==> src/design/sms_pkg.sv <==
// shared types, codes and defaults of the switch matrix scanner
package sms_pkg;

  localparam int DEF_MAX_ROW_COUNT    = 16;
  localparam int DEF_MAX_COLUMN_COUNT = 32;

  localparam int CFG_INDEX_W = 3;
  localparam int CFG_DATA_W  = 32;

  // register indexes of the configuration port
  localparam logic [CFG_INDEX_W-1:0] REG_ROW_COUNT        = 3'd0;
  localparam logic [CFG_INDEX_W-1:0] REG_COLUMN_COUNT     = 3'd1;
  localparam logic [CFG_INDEX_W-1:0] REG_SCAN_PERIOD      = 3'd2;
  localparam logic [CFG_INDEX_W-1:0] REG_ACTIVE_LOW       = 3'd3;
  localparam logic [CFG_INDEX_W-1:0] REG_ROWS_MULTIPLEXED = 3'd4;

  // register values after reset
  localparam logic [4:0]  RST_ROW_COUNT        = 5'd1;
  localparam logic [5:0]  RST_COLUMN_COUNT     = 6'd32;
  localparam logic [31:0] RST_SCAN_PERIOD      = 32'd1000;
  localparam logic        RST_ACTIVE_LOW       = 1'b1;
  localparam logic        RST_ROWS_MULTIPLEXED = 1'b0;

  // result item kinds
  typedef enum logic [1:0] {
    KIND_IDLE  = 2'd0,
    KIND_EVENT = 2'd1,
    KIND_STEP  = 2'd2
  } kind_t;

  // controller to datapath
  typedef struct packed {
    logic load;         // capture column levels, bump tick count
    logic eval;         // decide on a row step, sample and compare
    logic shift;        // look at one column of the difference word
    logic emit_status;  // issue the closing status item of the tick
  } sms_cmd_t;

  // datapath to controller
  typedef struct packed {
    logic step_due;     // tick count exceeds the scan period
    logic diff_empty;   // no changed columns left to report
    logic out_free;     // output register can take an item this cycle
  } sms_stat_t;

endpackage

==> src/design/sms_ctrl.sv <==
// controller state machine of the switch matrix scanner
module sms_ctrl
  import sms_pkg::*;
(
  input  logic      clk,
  input  logic      rst_n,
  input  logic      in_valid,
  output logic      in_stall,
  input  sms_stat_t stat,
  output sms_cmd_t  cmd
);

  typedef enum logic [3:0] {
    ST_IDLE   = 4'b0001,
    ST_EVAL   = 4'b0010,
    ST_SCAN   = 4'b0100,
    ST_STATUS = 4'b1000
  } state_t;

  state_t state_r, state_nxt;

  assign in_stall = (state_r != ST_IDLE);

  always_comb begin
    cmd       = '0;
    state_nxt = state_r;
    case (state_r)
      ST_IDLE: begin
        if (in_valid) begin
          cmd.load  = 1'b1;
          state_nxt = ST_EVAL;
        end
      end
      ST_EVAL: begin
        cmd.eval  = 1'b1;
        state_nxt = stat.step_due ? ST_SCAN : ST_STATUS;
      end
      ST_SCAN: begin
        if (stat.diff_empty) begin
          state_nxt = ST_STATUS;
        end else if (stat.out_free) begin
          cmd.shift = 1'b1;
        end
      end
      ST_STATUS: begin
        if (stat.out_free) begin
          cmd.emit_status = 1'b1;
          state_nxt       = ST_IDLE;
        end
      end
      default: begin
        state_nxt = ST_IDLE;
      end
    endcase
  end

  always_ff @(posedge clk) begin
    if (!rst_n) begin
      state_r <= ST_IDLE;
    end else begin
      state_r <= state_nxt;
    end
  end

endmodule

==> src/design/sms_datapath.sv <==
// datapath of the switch matrix scanner: config, counters, row store, output register
module sms_datapath
  import sms_pkg::*;
#(
  parameter int MAX_ROW_COUNT    = DEF_MAX_ROW_COUNT,
  parameter int MAX_COLUMN_COUNT = DEF_MAX_COLUMN_COUNT
) (
  input  logic                   clk,
  input  logic                   rst_n,
  input  sms_cmd_t               cmd,
  output sms_stat_t              stat,
  input  logic [31:0]            in_column_levels,
  input  logic                   cfg_we,
  input  logic [CFG_INDEX_W-1:0] cfg_index,
  input  logic [CFG_DATA_W-1:0]  cfg_data,
  output logic                   out_valid,
  input  logic                   out_stall,
  output logic [1:0]             out_kind,
  output logic [3:0]             out_event_row,
  output logic [4:0]             out_event_column,
  output logic                   out_event_closed,
  output logic [15:0]            out_row_drive,
  output logic                   out_scan_done,
  output logic                   out_matrix_changed,
  output logic                   out_last
);

  localparam int STORE_DEPTH = (MAX_ROW_COUNT < 16) ? MAX_ROW_COUNT : 16;
  localparam int ROW_IDX_W   = (STORE_DEPTH > 1) ? $clog2(STORE_DEPTH) : 1;
  localparam int COL_W       = MAX_COLUMN_COUNT;
  localparam logic [4:0] ROWS_MAX = 5'(STORE_DEPTH);
  localparam logic [5:0] COLS_MAX = 6'(COL_W);

  function automatic logic [15:0] drive_pattern(input logic [3:0] row, input logic mux,
                                                input logic low);
    logic [15:0] onehot;
    onehot = 16'd1 << row;
    if (mux) begin
      return {12'd0, row};
    end else if (low) begin
      return ~onehot;
    end
    return onehot;
  endfunction

  // configuration
  logic [4:0]  row_count_r;
  logic [5:0]  column_count_r;
  logic [31:0] scan_period_r;
  logic        active_low_r;
  logic        rows_mux_r;

  // scan state
  logic [31:0]      tick_r;
  logic [3:0]       row_r;
  logic             changed_r;
  logic [COL_W-1:0] store_r [STORE_DEPTH];

  // per-tick work registers
  logic [31:0]      levels_r;
  logic             step_r;
  logic [COL_W-1:0] diff_r;
  logic [COL_W-1:0] sample_r;
  logic [4:0]       col_cnt_r;
  logic [3:0]       ev_row_r;

  // output register
  logic        out_valid_r, out_valid_nxt;
  kind_t       out_kind_r;
  logic [3:0]  out_event_row_r;
  logic [4:0]  out_event_column_r;
  logic        out_event_closed_r;
  logic [15:0] out_row_drive_r;
  logic        out_scan_done_r;
  logic        out_matrix_changed_r;
  logic        out_last_r;

  logic [4:0]           rows_in_use;
  logic [5:0]           cols_in_use;
  logic [COL_W-1:0]     col_mask;
  logic [COL_W-1:0]     sample;
  logic [COL_W-1:0]     diff;
  logic [ROW_IDX_W-1:0] row_idx;
  logic [31:0]          tick_inc;
  logic [4:0]           row_p1;
  logic                 wrap;
  logic                 done;
  logic [3:0]           row_new;
  logic                 event_load;

  always_comb begin
    if (row_count_r == 5'd0) begin
      rows_in_use = 5'd1;
    end else if (row_count_r > ROWS_MAX) begin
      rows_in_use = ROWS_MAX;
    end else begin
      rows_in_use = row_count_r;
    end
  end

  assign cols_in_use = (column_count_r > COLS_MAX) ? COLS_MAX : column_count_r;

  always_comb begin
    for (int i = 0; i < COL_W; i++) begin
      col_mask[i] = (6'(i) < cols_in_use);
    end
  end

  assign sample   = (active_low_r ? ~levels_r[COL_W-1:0] : levels_r[COL_W-1:0]) & col_mask;
  assign row_idx  = row_r[ROW_IDX_W-1:0];
  assign diff     = sample ^ store_r[row_idx];
  assign tick_inc = (tick_r == '1) ? tick_r : tick_r + 32'd1;

  assign row_p1  = {1'b0, row_r} + 5'd1;
  assign wrap    = (row_p1 >= rows_in_use);
  assign done    = step_r & wrap;
  assign row_new = !step_r ? row_r : (wrap ? 4'd0 : row_p1[3:0]);

  assign event_load = cmd.shift & diff_r[0];

  assign stat.step_due   = (tick_r > scan_period_r);
  assign stat.diff_empty = (diff_r == '0);
  assign stat.out_free   = !out_valid_r || !out_stall;

  assign out_valid_nxt = (event_load || cmd.emit_status) ? 1'b1 : (out_valid_r && out_stall);

  // control state and row store
  always_ff @(posedge clk) begin
    if (!rst_n) begin
      row_count_r    <= RST_ROW_COUNT;
      column_count_r <= RST_COLUMN_COUNT;
      scan_period_r  <= RST_SCAN_PERIOD;
      active_low_r   <= RST_ACTIVE_LOW;
      rows_mux_r     <= RST_ROWS_MULTIPLEXED;
      tick_r         <= '0;
      row_r          <= '0;
      changed_r      <= 1'b0;
      out_valid_r    <= 1'b0;
      for (int i = 0; i < STORE_DEPTH; i++) begin
        store_r[i] <= '0;
      end
    end else begin
      out_valid_r <= out_valid_nxt;
      if (cfg_we) begin
        case (cfg_index)
          REG_ROW_COUNT:        row_count_r    <= cfg_data[4:0];
          REG_COLUMN_COUNT:     column_count_r <= cfg_data[5:0];
          REG_SCAN_PERIOD:      scan_period_r  <= cfg_data[31:0];
          REG_ACTIVE_LOW:       active_low_r   <= cfg_data[0];
          REG_ROWS_MULTIPLEXED: rows_mux_r     <= cfg_data[0];
          default: ;
        endcase
      end
      if (cmd.load) begin
        tick_r <= tick_inc;
      end
      if (cmd.eval && stat.step_due) begin
        tick_r           <= '0;
        store_r[row_idx] <= sample;
        if (diff != '0) begin
          changed_r <= 1'b1;
        end
      end
      if (cmd.emit_status) begin
        row_r <= row_new;
        if (done) begin
          changed_r <= 1'b0;
        end
      end
    end
  end

  // work registers and output payload
  always_ff @(posedge clk) begin
    if (cmd.load) begin
      levels_r <= in_column_levels;
    end
    if (cmd.eval) begin
      step_r    <= stat.step_due;
      diff_r    <= stat.step_due ? diff : '0;
      sample_r  <= sample;
      col_cnt_r <= 5'd0;
      ev_row_r  <= row_r;
    end
    if (cmd.shift) begin
      diff_r    <= diff_r >> 1;
      sample_r  <= sample_r >> 1;
      col_cnt_r <= col_cnt_r + 5'd1;
    end
    if (event_load) begin
      out_kind_r           <= KIND_EVENT;
      out_event_row_r      <= ev_row_r;
      out_event_column_r   <= col_cnt_r;
      out_event_closed_r   <= sample_r[0];
      out_row_drive_r      <= '0;
      out_scan_done_r      <= 1'b0;
      out_matrix_changed_r <= 1'b0;
      out_last_r           <= 1'b0;
    end else if (cmd.emit_status) begin
      out_kind_r           <= step_r ? KIND_STEP : KIND_IDLE;
      out_event_row_r      <= '0;
      out_event_column_r   <= '0;
      out_event_closed_r   <= 1'b0;
      out_row_drive_r      <= drive_pattern(row_new, rows_mux_r, active_low_r);
      out_scan_done_r      <= done;
      out_matrix_changed_r <= done & changed_r;
      out_last_r           <= 1'b1;
    end
  end

  assign out_valid          = out_valid_r;
  assign out_kind           = out_kind_r;
  assign out_event_row      = out_event_row_r;
  assign out_event_column   = out_event_column_r;
  assign out_event_closed   = out_event_closed_r;
  assign out_row_drive      = out_row_drive_r;
  assign out_scan_done      = out_scan_done_r;
  assign out_matrix_changed = out_matrix_changed_r;
  assign out_last           = out_last_r;

endmodule

==> src/design/switch_matrix_scanner.sv <==
// top level of the switch matrix scanner
// an idle tick goes from the eval state to the status state, which loads its status item into
// the output register once it can take an item; a row step first scans its changed columns
// a new tick is taken only in the idle state, once the status item of the last one is issued;
//   the difference scan looks at one column per cycle while the output register can take an item
// reset (rst_n, synchronous): config to defaults, tick counter, row index and row store to zero
module switch_matrix_scanner
  import sms_pkg::*;
#(
  parameter int MAX_ROW_COUNT    = DEF_MAX_ROW_COUNT,
  parameter int MAX_COLUMN_COUNT = DEF_MAX_COLUMN_COUNT
) (
  input  logic                   clk,
  input  logic                   rst_n,
  // tick items
  input  logic                   in_valid,
  output logic                   in_stall,
  input  logic [31:0]            in_column_levels,
  // configuration writes
  input  logic                   cfg_we,
  input  logic [CFG_INDEX_W-1:0] cfg_index,
  input  logic [CFG_DATA_W-1:0]  cfg_data,
  // result items
  output logic                   out_valid,
  input  logic                   out_stall,
  output logic [1:0]             out_kind,
  output logic [3:0]             out_event_row,
  output logic [4:0]             out_event_column,
  output logic                   out_event_closed,
  output logic [15:0]            out_row_drive,
  output logic                   out_scan_done,
  output logic                   out_matrix_changed,
  output logic                   out_last
);

  sms_cmd_t  cmd;
  sms_stat_t stat;

  // controller walks idle -> eval -> (scan) -> status, one tick at a time
  sms_ctrl u_ctrl (
    .clk      (clk),
    .rst_n    (rst_n),
    .in_valid (in_valid),
    .in_stall (in_stall),
    .stat     (stat),
    .cmd      (cmd)
  );

  // datapath holds config, tick counter, row store and the output register;
  // the output register lets the next item in while a status item waits
  sms_datapath #(
    .MAX_ROW_COUNT    (MAX_ROW_COUNT),
    .MAX_COLUMN_COUNT (MAX_COLUMN_COUNT)
  ) u_datapath (
    .clk                (clk),
    .rst_n              (rst_n),
    .cmd                (cmd),
    .stat               (stat),
    .in_column_levels   (in_column_levels),
    .cfg_we             (cfg_we),
    .cfg_index          (cfg_index),
    .cfg_data           (cfg_data),
    .out_valid          (out_valid),
    .out_stall          (out_stall),
    .out_kind           (out_kind),
    .out_event_row      (out_event_row),
    .out_event_column   (out_event_column),
    .out_event_closed   (out_event_closed),
    .out_row_drive      (out_row_drive),
    .out_scan_done      (out_scan_done),
    .out_matrix_changed (out_matrix_changed),
    .out_last           (out_last)
  );

  // an accepted item keeps the input closed for at least the next cycle
  a_busy_after_accept: assert property (@(posedge clk) disable iff (!rst_n)
    in_valid && !in_stall |=> in_stall)
    else $error("input open right after an item was accepted");

  // a waiting change event means its tick is still being worked on
  a_event_while_busy: assert property (@(posedge clk) disable iff (!rst_n)
    out_valid && out_kind == KIND_EVENT |-> in_stall && !out_last)
    else $error("change event pending while the block is idle");

  // end of scan only comes with a row step status
  a_done_on_step: assert property (@(posedge clk) disable iff (!rst_n)
    out_valid && out_scan_done |-> out_kind == KIND_STEP && out_last)
    else $error("scan done flagged outside a row step status");

  // matrix changed only reported at end of scan
  a_changed_needs_done: assert property (@(posedge clk) disable iff (!rst_n)
    out_valid && out_matrix_changed |-> out_scan_done)
    else $error("matrix changed without end of scan");

endmodule
==> config.mk <==
export PLATFORM = sky130hd
export DESIGN_NAME = switch_matrix_scanner
export DESIGN_NICKNAME = d
export VERILOG_FILES = /design/src/design/sms_pkg.sv /design/src/design/sms_ctrl.sv /design/src/design/sms_datapath.sv /design/src/design/switch_matrix_scanner.sv
export SDC_FILE = /design/constraint.sdc
export NUM_CORES = 1
export LEC_CHECK = 0
export BUFFER_PORTS_ARGS = -buffer_cell sky130_fd_sc_hd__buf_2
export CAP_MARGIN = 20
export CORE_MARGIN = 3
export CORE_UTILIZATION = 55
export DETAILED_ROUTE_END_ITERATION = 10
export PLACE_DENSITY = 0.72
export SLEW_MARGIN = 10
export SYNTH_ARGS = -nofsm -noshare
export SYNTH_HDL_FRONTEND = slang
export SYNTH_HIERARCHICAL = 1
export SYNTH_SLANG_ARGS = --single-unit
export TNS_END_PERCENT = 100
==> constraint.sdc <==
create_clock -name clk -period 6.75 [get_ports clk]
set_clock_uncertainty 0.15 [all_clocks]
set_input_delay 0.675 -clock clk [delete_from_list [all_inputs] [get_ports clk]]
set_output_delay 0.675 -clock clk [all_outputs]
set_load 0.005 [all_outputs]
==> flow_summary.ini, run 1 <==
[run_status]
status = complete, no violations

[cells_and_area]
diodes = 0
nNetsFinal = 2855
multi_input_comb_area_um2 = 11700
regArea_um2 = 21090
fillCellCount = 4458
syn2layout_area_growth_pct = 11.75
drive_gt1_frac = 0.1720

[synth]
synth-edff-count = 626
synth_top_area_frac = 0.5602
synth_area_leaders = edfxtp_1, mux4_2, dfxtp_1
syn_nets = 2771
yosys_warnings = 6
syn_area_um2 = 33550
synth_cells = 2656
synthMostInstantiatedCell = edfxtp_1
synthTopCellsByCount = edfxtp_1, nor2_1, nand2_1
yosysUniqueCellTypes = 69
synth_area_per_cell_um2 = 12.63
yosys_most_used_dff = edfxtp_1
synth_sequential_area_ratio = 0.6283
ys_async_sr_fraction = 0
yosys.area.top_type = edfxtp_1
synth-seq-cells = 740

[floorplanning]
dieWidth_um = 253.0
ioPinCount = 105
die_h_um = 253.0
core_um2 = 59690
start_util = 0.5622
rows = 89
die_area_um2 = 64010

[clock_tree]
post_cts_buffers = 0
path_clk_slew_ps = 60
cts_tree = yes
ctsResizeCount = 0
cts-root-buf = clkbuf_16
clockBufferDepth = 3
clock_sinks = 740
cts_inserted_buffers = 77
clkLatencyLatePin_ps = 620
cts_max_level = 3
hold_buffers = 0

[sta]
fmax_mhz = 211.0
fin_crit_sh = 0.7021
hold_violations = 0
worst_pin_slew_ps = 1066
finalSetupViolations = 0
slew_viol_final = 0
final.min_clock_period_ps = 4739
maxSlewHeadroom = 0.2853
rsz0062_at_grt = false
fin_tns_setup_ps = 0

[pwr]
finalPower_mw = 9.963
p_leak_nw = 12.14
irDropWorstVdd_v = 0.0001839
clkPwrFrac = 0.412
swShare = 0.2200
power_density_nw_per_um2 = 265.7
sequentialPowerShare = 0.528
cellInternalPower_mw = 7.771
power.switching_mw = 2.192
pwr-share-comb = 0.060

[route]
vias = 22260
antenna_left = 0
drc = 0
wl_per_cell_um = 24.96
drt-total-wl_mm = 89.22
routed_via_density = 6.228
drt_iter0_markers = 2637
firstDrtPassIters = 6

[setup_path]
required_ps = 6880
end_kind = flip-flop
crit_type = reg2reg
arrival_ps = 4860
critPathLaunchType = flip-flop
cp_max_fo = 43
reg2reg_depth = 8

[global_route]
grt_pass1_wl_mm = 134.5
grt_max_degree = 82
grt_pass1_vias = 22330
overflow = 0
track_usage = 0.2814
antenna_found_initial = 1

[placement]
gp_congestion = 0.8332
hpwlAfterDp_mm = 54.52
portBuffers = 104

[flow_run]
drv_cap = 0

[hold_path]
hold_class = in2reg
hold_depth = 1
==> registers in the layout, indices dropped and copies added (netlist names), 2 cells and up, named ones only <==
signal,flops
u_datapath/scan_period_r,32
u_datapath/sample_r,32
u_datapath/store_r,512
u_datapath/row_idx,4
u_datapath/diff_r,32
u_datapath/ev_row_r,4
u_ctrl/state_r,4
u_datapath/column_count_r,6
u_datapath/levels_r,32
u_datapath/out_event_row,4
u_datapath/row_count_r,5
u_datapath/tick_r,32
u_datapath/col_cnt_r,5
u_datapath/out_row_drive,16
u_datapath/out_event_column,5
u_datapath/out_kind,2
==> metrics by stage <==
stage | util | hold slack (ps) | worst slack (ps) | area (um^2) | cells
finish | 0.6282 | 74.70 | 2011 | 37490 | 3575
floorplan | - | 256.4 | 957.1 | 33550 | 2656
CTS | 0.6279 | 48.62 | 2063 | 37480 | 3574
global placement | 0.5870 | 285.7 | 2194 | 35030 | 3433
detailed placement | 0.5870 | 287.4 | 2075 | 35030 | 3433
global route | 0.6282 | 60.18 | 1729 | 37490 | 3575
==> cell usage in the layout (no fill, tap or decap), drive strengths merged, types with 5 or more instances in the layout <==
master	synthesis	layout
a21boi	31	31
a21o	5	5
a21oi	36	36
a221oi	11	11
a22o	9	9
a22oi	5	5
a31oi	5	5
and2	12	12
and3	23	23
and4	6	6
buf	48	177
clkbuf	124	102
clkinv	1	31
dfxtp	114	114
edfxtp	626	626
ha	43	43
inv	57	60
mux2	19	19
mux2i	47	47
mux4	136	136
nand2	290	290
nand2b	12	12
nand3	35	35
nand4	28	28
nor2	583	583
nor2b	21	21
nor3	45	45
nor4	12	12
o211ai	11	11
o21a	8	8
o21ai	40	40
o22ai	12	12
o31ai	45	45
or3	9	9
xnor2	76	76
xor2	26	26
==> worst max-delay path, stage by stage (launching register included) <==
cell and delay (ps):
dfxtp_1 420, or3b_2 480, nor2_1 640, clkinv_1 490, nor2_1 250, nand4_1 340, buf_4 450, o21ai_4 710
buf_4 430
==> metal layers <==
metal  GRT usage  vias to the layer above  wire (um)
met1      0.3784                    11050      34500
met4      0.1139                        2       4011
met3     0.05433                      219       8123
met2      0.4560                     1166      42560
met5           0                        -         13
li1            -                     9826          -
==> cell type report <==
class | count | area share
Clock buffer | 102 | 0.05690
Multi-Input combinational cell | 1686 | 0.3119
Timing Repair Buffer | 177 | 0.02870
Sequential cell | 740 | 0.5626
Tap cell | 773 | 0.02580
Inverter | 58 | 0.005806
Clock inverter | 39 | 0.008309
==> worst paths after layout <==
path,start,to,slack [ps]
max,u_ctrl/state_r[1]$_SDFFE_PN0P_,u_datapath/store_r[5][18]$_SDFFCE_PN0P_,2010
max reg2reg,u_ctrl/state_r[1]$_SDFFE_PN0P_,u_datapath/store_r[5][18]$_SDFFCE_PN0P_,2010
min,in_column_levels[31],u_datapath/levels_r[31]$_DFFE_PP_,70
min reg2reg,u_datapath/out_row_drive[10]$_SDFFE_PP0P_,u_datapath/out_row_drive[10]$_SDFFE_PP0P_,300
==> power groups by stage <==
stage	Sequential (mW)	Combinational [mW]	Clock, mW
after detailed placement	5.35	0.590	0
after global placement	5.34	0.578	0
after CTS	5.26	0.594	4.17
after floorplan	5.33	0.326	0
after global routing	5.28	0.637	4.34
final	5.26	0.599	4.10
==> cells by family (layout without fill, tap and decap cells) <==
| kind of cell | count (synthesis) | count (layout) | synth area share |
|---|---|---|---|
| compound gates | 239 | 239 | 0.04915 |
| xor+xnor | 102 | 102 | 0.02685 |
| fa+ha+maj | 43 | 43 | 0.01603 |
| buf+inv | 230 | 376 | 0.02897 |
| flops | 740 | 740 | 0.6283 |
| mux | 202 | 202 | 0.1118 |
| simple gates | 1100 | 1100 | 0.1389 |
Note: power is estimated with default switching activity, not from simulation.
==> run 2: changes to the inputs <==
==> constraint.sdc (replaced) <==
create_clock -name clk -period 4.4 [get_ports clk]
set_clock_uncertainty 0.15 [all_clocks]
set_input_delay 0.44 -clock clk [delete_from_list [all_inputs] [get_ports clk]]
set_output_delay 0.44 -clock clk [all_outputs]
set_load 0.005 [all_outputs]
==> run 2 against run 1 <==
Compared with the run above:
- largest power group unchanged
- via count rose by 3.3%
- critical path type unchanged
- largest cell class unchanged
- non-clock buffer count up 89
- clock-buffer cell count rose by 8
==> flow_summary.ini, run 2 (same netlist as run 1, synthesis figures left out) <==
[floorplanning]
ioPinCount = 105
dieWidth_um = 253.0
die_h_um = 253.0
die_area_um2 = 64010
start_util = 0.5622
rows = 89
core_um2 = 59690

[setup_path]
crit_path_max_incr_delay_ps = 690
required_ps = 4550
cp_top_family = simple AND/OR/NAND/NOR gates
crit_top_cell = nand4_1
cpMaxStageDelayCell = o21ai_4
path_cells = ha_1, nand4_1, nor3_1, nand4_1, nor2_1, o31ai_1, nand4_1, nand4_1, buf_4, o21ai_4, buf_4
reg2reg_depth = 11
end_kind = flip-flop
cp_max_fo = 15
path_buf_inv = 2
arrival_ps = 3970
crit_type = reg2reg
cp.depth = 11
critPathLaunchType = flip-flop

[pwr]
finalPower_mw = 15.43
pwr-share-comb = 0.066
power.switching_mw = 3.365
power_density_nw_per_um2 = 400.6
p_leak_nw = 12.59
swShare = 0.2181
clkPwrFrac = 0.411
irDropWorstVdd_v = 0.0002350
sequentialPowerShare = 0.523
cellInternalPower_mw = 12.07

[global_route]
overflow = 0
grt_max_degree = 116
track_usage = 0.2919
grt_use_met1 = 0.3849
grt_pass1_wl_mm = 139.4
antenna_found_initial = 0
grt_use_met3 = 0.06183
use_met2 = 0.4804
grt_most_used_layer = met2
grt_pass1_vias = 23130

[hold_path]
hold_class = in2reg
hold_depth = 3

[run_status]
status = complete, no violations

[placement]
hpwlAfterDp_mm = 56.21
gp_congestion = 0.8621
placed_cells = 3455
portBuffers = 104
placed_area_um2 = 35390

[cells_and_area]
regMostFlops = u_datapath/store_r
final_cell_mix = edfxtp_1, nor2_1, nand2_1, mux4_2, dfxtp_1
final_cell_count_no_fill = 3658
mostFrequentLayoutCell = edfxtp_1
syn2layout_area_growth_pct = 14.79
regArea_um2 = 21090
fillCellCount = 4321
nNetsFinal = 2943
final_cell_area_um2 = 38510
multi_input_comb_area_um2 = 11700
largest_reg_flops = 512
diodes = 0
drive_gt1_frac = 0.1702

[sta]
maxSlewHeadroom = 0.2401
finalSetupViolations = 0
final.min_clock_period_ps = 3817
worst_pin_slew_ps = 1133
fmax_mhz = 262.0
slew_viol_final = 0
hold_ws_ps = 65.29
rsz0062_at_grt = false
hold_violations = 0
fin_crit_sh = 0.8674

[route]
drt-total-wl_mm = 92.33
wl_per_cell_um = 25.24
antenna_left = 0
firstDrtPassIters = 7
routed_via_density = 6.286
drc = 0
vias = 22990
drt_iter0_markers = 2783

[clock_tree]
cts_max_level = 3
cts-root-buf = clkbuf_16
clockBufferDepth = 3
cts_inserted_buffers = 76
post_cts_buffers = 0
path_clk_slew_ps = 60
clock_sinks = 740
clkLatencyLatePin_ps = 620
cts_tree = yes

[flow_run]
drv_cap = 0
[run 2: changes by cell type in the layout (fill, tap and decap cells not counted), moves of 2 or more]
cell           delta
clkbuf_4          -2
clkbuf_8          +2
clkbuf_1          +8
dlygate4sd3_1    +65
bufinv_16         +2
inv_6             -2
buf_4             +7
clkinv_2         -12
buf_12           +15
clkinv_1          +2
clkinvlp_4        -2
[run 2: worst paths after layout]
| path | startpoint | endpoint | slack (ps) |
|---|---|---|---|
| min | out_stall | u_datapath/out_valid$_SDFF_PN0_ | 70 |
| max reg2reg | u_datapath/tick_r[27]$_SDFFE_PP0P_ | u_datapath/store_r[14][22]$_SDFFCE_PN0P_ | 580 |
| max | u_datapath/tick_r[27]$_SDFFE_PP0P_ | u_datapath/store_r[14][22]$_SDFFCE_PN0P_ | 580 |
| min reg2reg | u_datapath/out_row_drive[11]$_SDFFE_PP0P_ | u_datapath/out_row_drive[11]$_SDFFE_PP0P_ | 300 |
[run 2: per-stage QoR]
step | setup TNS, ps | setup WS [ps] | utilization
4_1_cts | 0 | 516.0 | 0.6443
3_5_place_dp | 0 | 538.6 | 0.5929
3_3_place_gp | 0 | 702.3 | 0.5929
6_report | 0 | 583.5 | 0.6453
5_1_grt | 0 | 318.9 | 0.6453
2_1_floorplan | -89150 | -1393 | -
[run 2: per-layer routing]
metal  vias up  routed length [um]
met5         -                   0
met4         0                3626
met3       260                9702
met2      1328               44510
met1     11410               34500
li1       9992                   -
[run 2: power by group through the flow]
stage / Clock, mW / Sequential [mW] / Combinational, mW
global placement: 0 / 8.19 / 0.923
floorplan: 0 / 8.17 / 0.501
global route: 6.70 / 8.10 / 1.07
detailed placement: 0 / 8.21 / 0.939
finish: 6.35 / 8.07 / 1.01
CTS: 6.41 / 8.07 / 0.992
[run 2: repair_timing]
action                    in CTS  in global routing
gates resized for setup        0                  0
hold buffers                  65                  0
hold endpoints to repair      74                  0
[run 2: area by class of cell]
type,count,area share
flip-flops and latches,740,0.5477
multi-input cells,1686,0.3037
clock buffers,110,0.05597
repair buffers,266,0.05510
well taps,773,0.02511
clock inverters,25,0.006790
inverters,58,0.005653
[run 2: tightest hold or removal path: stages]
cell and delay (ps):
buf_2 100, nand2_1 130, a21boi_0 110
